$ cat config.mk
export PLATFORM = sky130hd
export DESIGN_NAME = tree_vertical_path_splitter
export DESIGN_NICKNAME = d
export VERILOG_FILES = /design/src/hw/rtl/tvps_pkg.sv /design/src/hw/rtl/tree_vertical_path_splitter.sv /design/src/hw/rtl/tvps_fifo.sv /design/src/hw/rtl/tvps_front.sv /design/src/hw/rtl/tvps_back.sv
export SDC_FILE = /design/constraint.sdc
export NUM_CORES = 1
export LEC_CHECK = 0
export BUFFER_PORTS_ARGS = -buffer_cell sky130_fd_sc_hd__buf_4
export CAP_MARGIN = 25
export CORE_ASPECT_RATIO = 0.7
export CORE_MARGIN = 2
export CORE_UTILIZATION = 31
export DETAILED_ROUTE_END_ITERATION = 6
export GPL_TIMING_DRIVEN = 0
export MAX_ROUTING_LAYER = met4
export SYNTH_ARGS = -nofsm -noshare
export SYNTH_HDL_FRONTEND = slang
export SYNTH_HIERARCHICAL = 1
export SYNTH_SLANG_ARGS = --single-unit
export TNS_END_PERCENT = 20
$ cat constraint.sdc
create_clock -name clk -period 5.25 [get_ports clk]
set_input_delay 0.525 -clock clk [delete_from_list [all_inputs] [get_ports clk]]
set_output_delay 0.525 -clock clk [all_outputs]
set_load 0.01 [all_outputs]
$ cat src/hw/rtl/tvps_pkg.sv
// Shared types and constants for the tree vertical path splitter.
`timescale 1ns / 1ps

package tvps_pkg;

  // Width of a node id, a path length and a path count on the ports
  localparam int ID_W = 6;
  // Node count carried between front and back; holds counts up to 127
  localparam int CNT_W = 7;
  // Request queue between front and back
  localparam int QUEUE_DEPTH = 4;
  localparam int QPTR_W = 2;

  // One classified request handed from the front to the back
  typedef struct packed {
    logic [ID_W-1:0]  parent;  // one-based parent of this node
    logic             last;    // final node of the tree
    logic             store;   // node fits in the table
    logic [CNT_W-1:0] cnt;     // nodes held after this request
  } tvps_item_t;

  // Back-end sequencer states
  typedef enum logic [3:0] {
    B_LOAD,
    B_SINGLE,
    B_COUNT,
    B_SCAN,
    B_CLIMB_RD,
    B_CLIMB_CHK,
    B_EMIT_RD,
    B_EMIT_PUT,
    B_DONE
  } tvps_state_t;

endpackage

$ cat src/hw/rtl/tree_vertical_path_splitter.sv
// Top level of the tree vertical path splitter.
`timescale 1ns / 1ps

// Loads a rooted tree one parent per request (one-based, the root names
// itself) and, after the request marked tlast, splits it into vertical paths:
// from each leaf in index order it climbs through unused nodes, then emits
// every node path by path, top first, with path length, path total and a
// first-node flag; tlast marks the final result. Loading takes one request
// per cycle into a four-entry queue while the queue is not full. After the
// last node the run counts leaves, then scans for leaves, climbs and emits
// through the single read port of the parent table and of the path buffer.
// Requests beyond MAX_NODES are dropped, but their tlast still starts
// the run.
module tree_vertical_path_splitter #(
  parameter int MAX_NODES = 32
) (
  input  logic        clk,
  input  logic        rst,
  input  logic        s_axis_tvalid,
  output logic        s_axis_tready,
  input  logic [7:0]  s_axis_tdata,   // [5:0] parent_index, [7:6] zero
  input  logic        s_axis_tlast,   // last_node
  output logic        m_axis_tvalid,
  input  logic        m_axis_tready,
  output logic [23:0] m_axis_tdata,   // [5:0] node_id, [11:6] path_length,
                                      // [17:12] path_total, [23:18] zero
  output logic        m_axis_tuser,   // path_first
  output logic        m_axis_tlast    // last_result
);
  import tvps_pkg::*;

  logic            push, full, pop, empty;
  tvps_item_t      push_data, pop_data;
  logic [ID_W-1:0] out_node, out_len, out_total;

  tvps_front #(.MAX_NODES(MAX_NODES)) u_front (
    .clk       (clk),
    .rst       (rst),
    .in_valid  (s_axis_tvalid),
    .in_ready  (s_axis_tready),
    .in_parent (s_axis_tdata[ID_W-1:0]),
    .in_last   (s_axis_tlast),
    .push      (push),
    .push_data (push_data),
    .full      (full)
  );

  tvps_fifo u_fifo (
    .clk       (clk),
    .rst       (rst),
    .push      (push),
    .push_data (push_data),
    .full      (full),
    .pop       (pop),
    .pop_data  (pop_data),
    .empty     (empty)
  );

  tvps_back #(.MAX_NODES(MAX_NODES)) u_back (
    .clk       (clk),
    .rst       (rst),
    .item      (pop_data),
    .empty     (empty),
    .pop       (pop),
    .out_valid (m_axis_tvalid),
    .out_ready (m_axis_tready),
    .out_node  (out_node),
    .out_len   (out_len),
    .out_total (out_total),
    .out_first (m_axis_tuser),
    .out_last  (m_axis_tlast)
  );

  assign m_axis_tdata = {6'b0, out_total, out_len, out_node};

`ifndef SYNTH
  // Front never pushes into a full queue
  a_no_overflow: assert property (@(posedge clk) disable iff (rst)
    push |-> !full)
    else $error("request pushed into full queue");

  // Back never pops an empty queue
  a_no_underflow: assert property (@(posedge clk) disable iff (rst)
    pop |-> !empty)
    else $error("request popped from empty queue");

  // A final result that also opens a path belongs to a one-node path
  a_last_single: assert property (@(posedge clk) disable iff (rst)
    (m_axis_tvalid && m_axis_tlast && m_axis_tuser) |-> (m_axis_tdata[11:6] == 6'd1))
    else $error("final path start with length other than one");
`endif

endmodule

$ cat src/hw/rtl/tvps_fifo.sv
// Short request queue between the front and back of the path splitter.
`timescale 1ns / 1ps

module tvps_fifo (
  input  logic                clk,
  input  logic                rst,
  input  logic                push,
  input  tvps_pkg::tvps_item_t push_data,
  output logic                full,
  input  logic                pop,
  output tvps_pkg::tvps_item_t pop_data,
  output logic                empty
);
  import tvps_pkg::*;

  tvps_item_t        mem [QUEUE_DEPTH];
  logic [QPTR_W-1:0] wr_ptr;
  logic [QPTR_W-1:0] rd_ptr;
  logic [QPTR_W:0]   fill;
  logic              do_push;
  logic              do_pop;

  assign do_push  = push && !full;
  assign do_pop   = pop && !empty;
  assign full     = (fill == (QPTR_W+1)'(QUEUE_DEPTH));
  assign empty    = (fill == '0);
  assign pop_data = mem[rd_ptr];

  // Advance pointers and track fill level
  always_ff @(posedge clk) begin
    if (rst) begin
      wr_ptr <= '0;
      rd_ptr <= '0;
      fill   <= '0;
    end else begin
      if (do_push) begin
        wr_ptr <= wr_ptr + 1'b1;
      end
      if (do_pop) begin
        rd_ptr <= rd_ptr + 1'b1;
      end
      case ({do_push, do_pop})
        2'b10:   fill <= fill + 1'b1;
        2'b01:   fill <= fill - 1'b1;
        default: fill <= fill;
      endcase
    end
  end

  // Store the incoming request
  always_ff @(posedge clk) begin
    if (do_push) begin
      mem[wr_ptr] <= push_data;
    end
  end

endmodule

$ cat src/hw/rtl/tvps_front.sv
// Front end: accepts parent requests, counts nodes and marks overflow drops.
`timescale 1ns / 1ps

module tvps_front #(
  parameter int MAX_NODES = 32
) (
  input  logic                       clk,
  input  logic                       rst,
  input  logic                       in_valid,
  output logic                       in_ready,
  input  logic [tvps_pkg::ID_W-1:0]  in_parent,
  input  logic                       in_last,
  output logic                       push,
  output tvps_pkg::tvps_item_t       push_data,
  input  logic                       full
);
  import tvps_pkg::*;

  localparam logic [CNT_W-1:0] CAP = CNT_W'(MAX_NODES);

  logic [CNT_W-1:0] cnt;
  logic [CNT_W-1:0] cnt_next;
  logic             store;
  logic             take;

  assign in_ready = !full;
  assign take     = in_valid && !full;

  // Classify: keep the node while capacity remains, otherwise drop it
  always_comb begin
    store    = (cnt < CAP);
    cnt_next = store ? cnt + 1'b1 : cnt;
    push     = take;
    push_data.parent = in_parent;
    push_data.last   = in_last;
    push_data.store  = store;
    push_data.cnt    = cnt_next;
  end

  // Count nodes of the current tree; restart after its last node
  always_ff @(posedge clk) begin
    if (rst) begin
      cnt <= '0;
    end else if (take) begin
      cnt <= in_last ? '0 : cnt_next;
    end
  end

endmodule

$ cat src/hw/rtl/tvps_back.sv
// Back end: builds the parent table, splits the tree into paths and emits them.
`timescale 1ns / 1ps

module tvps_back #(
  parameter int MAX_NODES = 32
) (
  input  logic                       clk,
  input  logic                       rst,
  input  tvps_pkg::tvps_item_t       item,
  input  logic                       empty,
  output logic                       pop,
  output logic                       out_valid,
  input  logic                       out_ready,
  output logic [tvps_pkg::ID_W-1:0]  out_node,
  output logic [tvps_pkg::ID_W-1:0]  out_len,
  output logic [tvps_pkg::ID_W-1:0]  out_total,
  output logic                       out_first,
  output logic                       out_last
);
  import tvps_pkg::*;

  localparam int IW = (MAX_NODES > 1) ? $clog2(MAX_NODES) : 1;
  localparam int CW = $clog2(MAX_NODES + 1);

  tvps_state_t state, state_next;

  logic [CW-1:0] n, n_next;
  logic [CW-1:0] i, i_next;
  logic [CW-1:0] total, total_next;
  logic [CW-1:0] path_no, path_no_next;
  logic [CW-1:0] len, len_next;
  logic [CW-1:0] j, j_next;
  logic [IW-1:0] v, v_next;

  logic [MAX_NODES-1:0] has_child;
  logic [MAX_NODES-1:0] used;

  logic [ID_W-1:0] parent_mem [MAX_NODES];
  logic [ID_W-1:0] path_mem [MAX_NODES];
  logic [ID_W-1:0] pmem_q;
  logic [ID_W-1:0] pbuf_q;

  logic            pm_we, pm_re, pb_we, pb_re;
  logic [IW-1:0]   pm_waddr, pm_raddr, pb_waddr, pb_raddr;
  logic [ID_W-1:0] pm_wdata, pb_wdata;
  logic            hc_set, used_set, clear_marks;
  logic [IW-1:0]   hc_idx, used_idx;

  logic            out_free, out_load;
  logic [ID_W-1:0] ld_node, ld_len, ld_total;
  logic            ld_first, ld_last;

  logic [IW-1:0]   i_idx;
  logic [IW-1:0]   q_idx;
  logic            climb_stop;

  assign out_free = !out_valid || out_ready;
  assign i_idx    = IW'(i);
  assign q_idx    = IW'(pmem_q - 1'b1);

  // Climb ends at an invalid parent, the root or a node already on a path
  assign climb_stop = (pmem_q == '0) || (CNT_W'(pmem_q) > CNT_W'(n)) ||
                      (q_idx == v) || used[q_idx];

  // State register and counters
  always_ff @(posedge clk) begin
    if (rst) begin
      state   <= B_LOAD;
      n       <= '0;
      i       <= '0;
      total   <= '0;
      path_no <= '0;
      len     <= '0;
      j       <= '0;
      v       <= '0;
    end else begin
      state   <= state_next;
      n       <= n_next;
      i       <= i_next;
      total   <= total_next;
      path_no <= path_no_next;
      len     <= len_next;
      j       <= j_next;
      v       <= v_next;
    end
  end

  // Sequence loading, leaf counting, climbing and emission
  always_comb begin
    state_next   = state;
    n_next       = n;
    i_next       = i;
    total_next   = total;
    path_no_next = path_no;
    len_next     = len;
    j_next       = j;
    v_next       = v;
    pop          = 1'b0;
    pm_we        = 1'b0;
    pm_waddr     = IW'(item.cnt - 1'b1);
    pm_wdata     = item.parent;
    pm_re        = 1'b0;
    pm_raddr     = v;
    pb_we        = 1'b0;
    pb_waddr     = IW'(len);
    pb_wdata     = pmem_q;
    pb_re        = 1'b0;
    pb_raddr     = IW'(j - 1'b1);
    hc_set       = 1'b0;
    hc_idx       = IW'(item.parent - 1'b1);
    used_set     = 1'b0;
    used_idx     = q_idx;
    clear_marks  = 1'b0;
    out_load     = 1'b0;
    ld_node      = pbuf_q;
    ld_len       = ID_W'(len);
    ld_total     = ID_W'(total);
    ld_first     = (j == len);
    ld_last      = (path_no == total) && (j == CW'(1));

    case (state)
      B_LOAD: begin
        if (!empty) begin
          pop = 1'b1;
          if (item.store) begin
            pm_we = 1'b1;
            if ((item.parent != '0) &&
                (CNT_W'(item.parent) <= CNT_W'(MAX_NODES))) begin
              hc_set = 1'b1;
            end
          end
          if (item.last) begin
            n_next = CW'(item.cnt);
            if (item.cnt == CNT_W'(1)) begin
              state_next = B_SINGLE;
            end else begin
              i_next     = '0;
              total_next = '0;
              state_next = B_COUNT;
            end
          end
        end
      end

      B_SINGLE: begin
        if (out_free) begin
          out_load   = 1'b1;
          ld_node    = ID_W'(1);
          ld_len     = ID_W'(1);
          ld_total   = ID_W'(1);
          ld_first   = 1'b1;
          ld_last    = 1'b1;
          state_next = B_DONE;
        end
      end

      // Count leaves: the path total goes out with every result
      B_COUNT: begin
        if (i == n) begin
          i_next       = '0;
          path_no_next = '0;
          state_next   = B_SCAN;
        end else begin
          if (!has_child[i_idx]) begin
            total_next = total + 1'b1;
          end
          i_next = i + 1'b1;
        end
      end

      // Find the next leaf and open a path at it
      B_SCAN: begin
        if (i == n) begin
          state_next = B_DONE;
        end else if (!has_child[i_idx]) begin
          v_next       = i_idx;
          used_set     = 1'b1;
          used_idx     = i_idx;
          pb_we        = 1'b1;
          pb_waddr     = '0;
          pb_wdata     = ID_W'(CNT_W'(i_idx) + 1'b1);
          len_next     = CW'(1);
          path_no_next = path_no + 1'b1;
          state_next   = B_CLIMB_RD;
        end else begin
          i_next = i + 1'b1;
        end
      end

      B_CLIMB_RD: begin
        pm_re      = 1'b1;
        state_next = B_CLIMB_CHK;
      end

      // Step to the parent or close the path
      B_CLIMB_CHK: begin
        if (climb_stop) begin
          j_next     = len;
          state_next = B_EMIT_RD;
        end else begin
          v_next     = q_idx;
          used_set   = 1'b1;
          pb_we      = 1'b1;
          len_next   = len + 1'b1;
          state_next = B_CLIMB_RD;
        end
      end

      B_EMIT_RD: begin
        pb_re      = 1'b1;
        state_next = B_EMIT_PUT;
      end

      // Emit the path top first, i.e. in reverse of the climb
      B_EMIT_PUT: begin
        if (out_free) begin
          out_load = 1'b1;
          j_next   = j - 1'b1;
          if (j == CW'(1)) begin
            i_next     = i + 1'b1;
            state_next = B_SCAN;
          end else begin
            state_next = B_EMIT_RD;
          end
        end
      end

      B_DONE: begin
        clear_marks = 1'b1;
        state_next  = B_LOAD;
      end

      default: begin
        state_next = B_LOAD;
      end
    endcase
  end

  // Child and used marks; drop both once a tree is finished
  always_ff @(posedge clk) begin
    if (rst) begin
      has_child <= '0;
      used      <= '0;
    end else if (clear_marks) begin
      has_child <= '0;
      used      <= '0;
    end else begin
      if (hc_set) begin
        has_child[hc_idx] <= 1'b1;
      end
      if (used_set) begin
        used[used_idx] <= 1'b1;
      end
    end
  end

  // Parent table
  always_ff @(posedge clk) begin
    if (pm_we) begin
      parent_mem[pm_waddr] <= pm_wdata;
    end
    if (pm_re) begin
      pmem_q <= parent_mem[pm_raddr];
    end
  end

  // Path buffer
  always_ff @(posedge clk) begin
    if (pb_we) begin
      path_mem[pb_waddr] <= pb_wdata;
    end
    if (pb_re) begin
      pbuf_q <= path_mem[pb_raddr];
    end
  end

  // Output register
  always_ff @(posedge clk) begin
    if (rst) begin
      out_valid <= 1'b0;
    end else if (out_load) begin
      out_valid <= 1'b1;
    end else if (out_ready) begin
      out_valid <= 1'b0;
    end
  end

  always_ff @(posedge clk) begin
    if (out_load) begin
      out_node  <= ld_node;
      out_len   <= ld_len;
      out_total <= ld_total;
      out_first <= ld_first;
      out_last  <= ld_last;
    end
  end

endmodule
# Yosys cells after proc, flatten, opt, wreduce, memory -nomap -nowiden
# Memories as Yosys holds them, arrays and structs flattened. A register that Yosys moved wholly into a read port is not among the register bits.
# Cells that the tools add are included.
# op_classes
n_addsub	14
n_reduce_logical	34
n_bitwise	3
n_lt_le_gt_ge	9
muxes	96
eq_ne	32
# op_table
op	count
6-bit 2-to-1 mux	27
32-bit bitwise OR	2
6-bit case mux with 2 select lines	4
5-bit 2-to-1 mux	9
1-bit 2-to-1 mux	33
4-bit case mux with 8 select lines	1
4-bit 2-to-1 mux	7
6-bit by 1-bit adder with 6-bit output (second input constant)	4
5-bit by 6-bit less-than comparator with 1-bit output (second input constant)	4
6-bit case mux with 4 select lines	1
6-bit == test	3
4-bit by 3-bit == test with 1-bit output (second input constant)	4
2-bit != test (second input constant)	8
5-bit by 1-bit subtractor with 5-bit output (second input constant)	3
7-bit 2-to-1 mux	2
2-bit by 1-bit != test with 1-bit output (second input constant)	6
6-bit AND reduction	2
2-bit nonzero test	6
1-bit binary-select mux with 5-bit select	2
1-bit demux with 5-bit select	2
5-bit by 1-bit >= comparator with 1-bit output (second input constant)	2
5-bit case mux with 2 select lines	1
4-bit by 2-bit == test with 1-bit output (second input constant)	2
2-bit 2-to-1 mux	4
other kinds (34)	49
# word_totals
word_cells	211
n_memories	3
input_bits	13
ramBits	444
out_inout_bits	28
regBits	144
# mem_list
name	depth	word_bits	rd	rd_clocked_by_memory_dff	write_ports	line_no	rtl
u_back.parent_mem	32	6	1	1	1	tvps_back.sv:38	logic [ID_W-1:0] parent_mem [MAX_NODES];
u_back.path_mem	32	6	1	1	1	tvps_back.sv:39	logic [ID_W-1:0] path_mem [MAX_NODES];
u_fifo.mem	4	15	1	1	1	tvps_fifo.sv:16	tvps_item_t mem [QUEUE_DEPTH];

# Depth between registers and ports, before layout
# logic_depth
depth_word	10
depth_mapped	13
mapped_depth_nobuf	12

# Hierarchy
# Netlist, hierarchy kept.
# modules_own_cells
mod	area_each_um2	cells_per_inst	seq_area_each_um2	n_inst
tvps_back	22072.4	1408	14694.1	1
tvps_fifo	2677.6	132	1981.9	1
tvps_front	494.2	62	140.1	1
tree_vertical_path_splitter	48.8	7	0.0	1

# Least setup slack after synthesis
# No wires, ideal clock.
# synth_timing
kind	flip-flop to flip-flop
start	reg u_back.i[2]
end	mem u_back.path_mem[0][4], data pin
setup_ps	454
period_less_slack_ps	3809
t_required_ps	4796
path_slack_ps	1441
arrival_ps	3355
path_stages_with_launch	9
n_path_buf	3
path_cell_list	dfxtp_1 > buf_4 > mux4_2 > mux2i_1 > mux4_2 > nand4_4 > buf_2 > buf_1 > o21ai_0
# synth_via
elab_chain_cells	5
elab_cells_between_ends	7
cone_classes	add/sub (1); eq/ne (1); mux (5)
# synth_lines
element	line_no	rtl
start, declared	tvps_back.sv:28	logic [CW-1:0] i, i_next;
start signal, assigned	tvps_back.sv:79	i <= i_next;
1-bit binary-select mux with 5-bit select	tvps_back.sv:175	end else if (!has_child[i_idx]) begin
1-bit 2-to-1 mux (not written as such)	tvps_back.sv:175	
6-bit 2-to-1 mux	tvps_back.sv:175	
6-bit 2-to-1 mux *	tvps_back.sv:173	if (i == n) begin
6-bit 2-to-1 mux *	tvps_back.sv:121	case (state)
named net u_back.pb_wdata[4]	tvps_back.sv:45	logic [ID_W-1:0] pm_wdata, pb_wdata;
end, declared	tvps_back.sv:39	
# The timed path passes the listed nets; every way through them passes the cells marked *. The select of a mux whose other input is x is not followed.

# Worst setup path after layout
# layout_timing
start	reg u_back.j[0]
end	reg u_back.pbuf_q[3], read port of u_back.path_mem, data pin
# layout_via
elab_chain_cells	1
# layout_lines
element	line_no	rtl
start, declared	tvps_back.sv:32	logic [CW-1:0] j, j_next;
start signal, assigned	tvps_back.sv:83	j <= j_next;
6-bit by 1-bit subtractor with 6-bit output	tvps_back.sv:108	pb_raddr = IW'(j - 1'b1);
end, declared	tvps_back.sv:41	logic [ID_W-1:0] pbuf_q;
# No other way between the ends.
# A chain may end at the register's enable or synchronous reset.

==> run metrics <==
Routed WL per cell=20.5 um; clock latency at the later pin of the worst-skew pair=630 ps; Synth Flop Type=edfxtp_1; clock sink count=about 600; total core area=just over 80000 um^2; most used cell along the critical path=clkbuf_1; reg2reg start=u_back/j[0]$_SDFFE_PP0P_; drt drc=0; WS Path Type=reg2reg; RD Place Congestion=between 0.8 and 0.9; final worst slack=~380 ps; reg2reg path depth=9; CTS tree=done; GR peak layer=met1; Non-Filler Instances=roughly 2800; VDD IR max=0.276 mV; Setup-failing EPs final=0; Total Routing Usage GR=0.142; Routed WL=58.1 mm; Port Buffers=26; worst slack at placement=roughly 330 ps; relative slew slack=0.327; Yosys reg bits=602; io pins=just over 40; share of cells above drive strength 1=0.203; antenna violations before repair=1; synthesized area per cell=between 15 and 20 um^2; Slew Limit Fails=0; Initial Util=0.314; status=completed; Syn-to-layout area delta=14.9%; postcts setup bufs=0; Reg area=16800 um^2; period utilization=0.928; Syn Inst Count=between 1500 and 2000; GR Layer Usage met3=0.0266; skew final=around 23 ps; minimum clock period=between 4000 and 5000 ps; crit start category=register; hold buffer count at CTS=0; CP max stage delay=just under 700 ps; r2r endpoint=u_back/pbuf_q[3]$_DFFE_PP_; Worst Hold Path EP=u_fifo/mem[0][10]$_DFFE_PP_; largest net degree at the start of global routing=40; fmax=205 MHz; Nets=approximately 1800; max_cap viols=0; Worst EP arrival=around 5200 ps; num rows=87; R2R setup slack=~380 ps; n_diodes=0; pwr dens=approximately 410 nW/um^2; DP Cell Count=between 2000 and 3000; vias=14433; HP Start=s_axis_tdata[1]; number of global-route vias before repair=between 10000 and 15000; number of flops mapped to enable cells by yosys=between 400 and 500; commonest non-fill, non-tap cells in the layout=edfxtp_1 (476), nor2_1 (171), mux4_2 (139); Pre-Repair DR Iteration Count=5; Post-DRT Antenna Nets=0; Final HPWL DP=40.3 mm; actual slew at the worst max-slew pin=1000 ps; HP Class=in2reg; Die W=between 300 and 400 um; # fillers=between 7000 and 8000; Root Buffer=clkbuf_16; Leakage=between 0.009 and 0.01 uW; unrepaired setup endpoints after global routing=no; Clock Path Buffers=3; 1st-iter DRT viols=1610; met1 Use GR=0.212; met2 Usage GRT=0.196; cell area after synthesis=around 25000 um^2; Synth cell types=80; footprint of the multi-input gates=a little under 8000 um^2; crit end category=register; Inserted Clock Buffers=between 50 and 60; hold path depth=1; Critical Path RT=~5600 ps; post-CTS sizing=0; Worst-path clk slew=about 60 ps; Via density=just over 5; cell at the slowest stage of the critical path=clkbuf_1; final hold vios=0; critical-path cell list=clkbuf_1, clkbuf_1, inv_1, ha_1, buf_1, clkbuf_1, mux4_2, mux4_2, mux2_2; CP max FO=10; htree depth=2; die height=243 um; grt ovf=0; first-pass GRT wire length=about 89 mm; yosys synthesis warning count=6; Seq/Total Area, Yosys=0.665; Post-synth ARST share=0; commonest non-fill, non-tap cell in the layout=edfxtp_1; die area=~84000 um^2
[synth_stat cells (20+ instances only)]
cell      number  share of area
a21oi_1       69          0.014
a22o_1        24         0.0083
and2_1        21         0.0052
clkbuf_1      50         0.0074
dfxtp_1      126           0.10
edfxtp_1     476           0.57
ha_1          20         0.0099
inv_1         28         0.0042
mux2_2        21         0.0093
mux2i_1       26          0.010
mux4_2       139           0.12
nand2_1       69          0.010
nand3_1       33         0.0065
nor2_1       172          0.026
o21ai_0       31         0.0061
xnor2_1       31          0.011
xor2_1        22         0.0076
[layer usage]
layer | wire length [um] | vias up
li1 | - | 6450
met1 | 27600 | 7398
met2 | 24500 | 503
met3 | 4900 | 82
met4 | 1000 | 0
met5 | 0 | -
[kinds of logic after synthesis]
| family | Yosys count | share of synthesized area |
|---|---|---|
| buffers and inverters | 130 | 0.0239 |
| adders and majority gates | 21 | 0.0107 |
| AOI/OAI and AO/OA | 194 | 0.0511 |
| other | 1 | 0.000148 |
| and+or+nand+nor | 415 | 0.0810 |
| muxes | 191 | 0.149 |
| DFF | 602 | 0.665 |
| xor gates and xnor gates | 55 | 0.0196 |
[per-stage QoR]
stage	hold slack, ps	total power, uW	cell area, um^2	TNS, ps	utilization
after floorplan	421	7080	25300	0	-
final	110	12000	29100	0	0.360
after global routing	87.1	12500	29100	0	0.360
after CTS	81.4	12100	29000	0	0.360
after detailed placement	440	7840	27000	0	0.335
after global placement	433	7730	26800	-63650	0.333
[where the power goes]
part | switching [uW] | total (uW) | internal [uW]
Combinational | 1440 | 2060 | 620
Sequential | 105 | 5700 | 5590
Clock | 1820 | 4270 | 2450
[cell type report]
| cell class | instances | area share |
|---|---|---|
| Clock buffer | 74 | 0.0560 |
| Multi-Input combinational cell | 882 | 0.272 |
| Inverter | 31 | 0.00400 |
| Clock inverter | 38 | 0.0121 |
| Timing Repair Buffer | 42 | 0.0143 |
| Sequential cell | 602 | 0.578 |
| Buffer | 99 | 0.0168 |
| Tap cell | 1068 | 0.0460 |
[state kept, by name (all words and copies together) (netlist names), 6 cells and up, named ones only]
signal,count
u_back/used,32
u_back/path_mem,192
u_back/total,6
u_back/len,6
u_back/out_total,6
u_back/out_node,6
u_back/pbuf_q,6
u_fifo/mem,60
u_back/i,6
u_back/n,6
u_back/path_no,6
u_back/out_len,6
u_back/pmem_q,6
u_back/parent_mem,192
u_front/cnt,7
u_back/j,6
u_back/has_child,32
[critical path, delay by kind of cell, from the launching register on]
family,cells,cell delay [ps]
adders and majority gates,1,360
buffers and inverters,5,2580
DFF,1,330
muxes,3,1300
[worst max-delay path by stage]
stage	end	start	cells past startpoint	slack [ps]
after floorplan	u_back/path_mem[0][4]$_DFFE_PP_	u_back/i[2]$_SDFFE_PP0P_	8	1440
after global placement	u_back/path_mem[15][1]$_DFFE_PP_	u_back/i[2]$_SDFFE_PP0P_	8	-530
after detailed placement	u_back/pbuf_q[2]$_DFFE_PP_	u_back/j[0]$_SDFFE_PP0P_	9	330
after CTS	u_back/pbuf_q[2]$_DFFE_PP_	u_back/j[0]$_SDFFE_PP0P_	9	310
after global routing	u_back/pbuf_q[2]$_DFFE_PP_	u_back/j[0]$_SDFFE_PP0P_	9	20
final	u_back/pbuf_q[3]$_DFFE_PP_	u_back/j[0]$_SDFFE_PP0P_	9	380
Power figures use the tool's default switching activity.
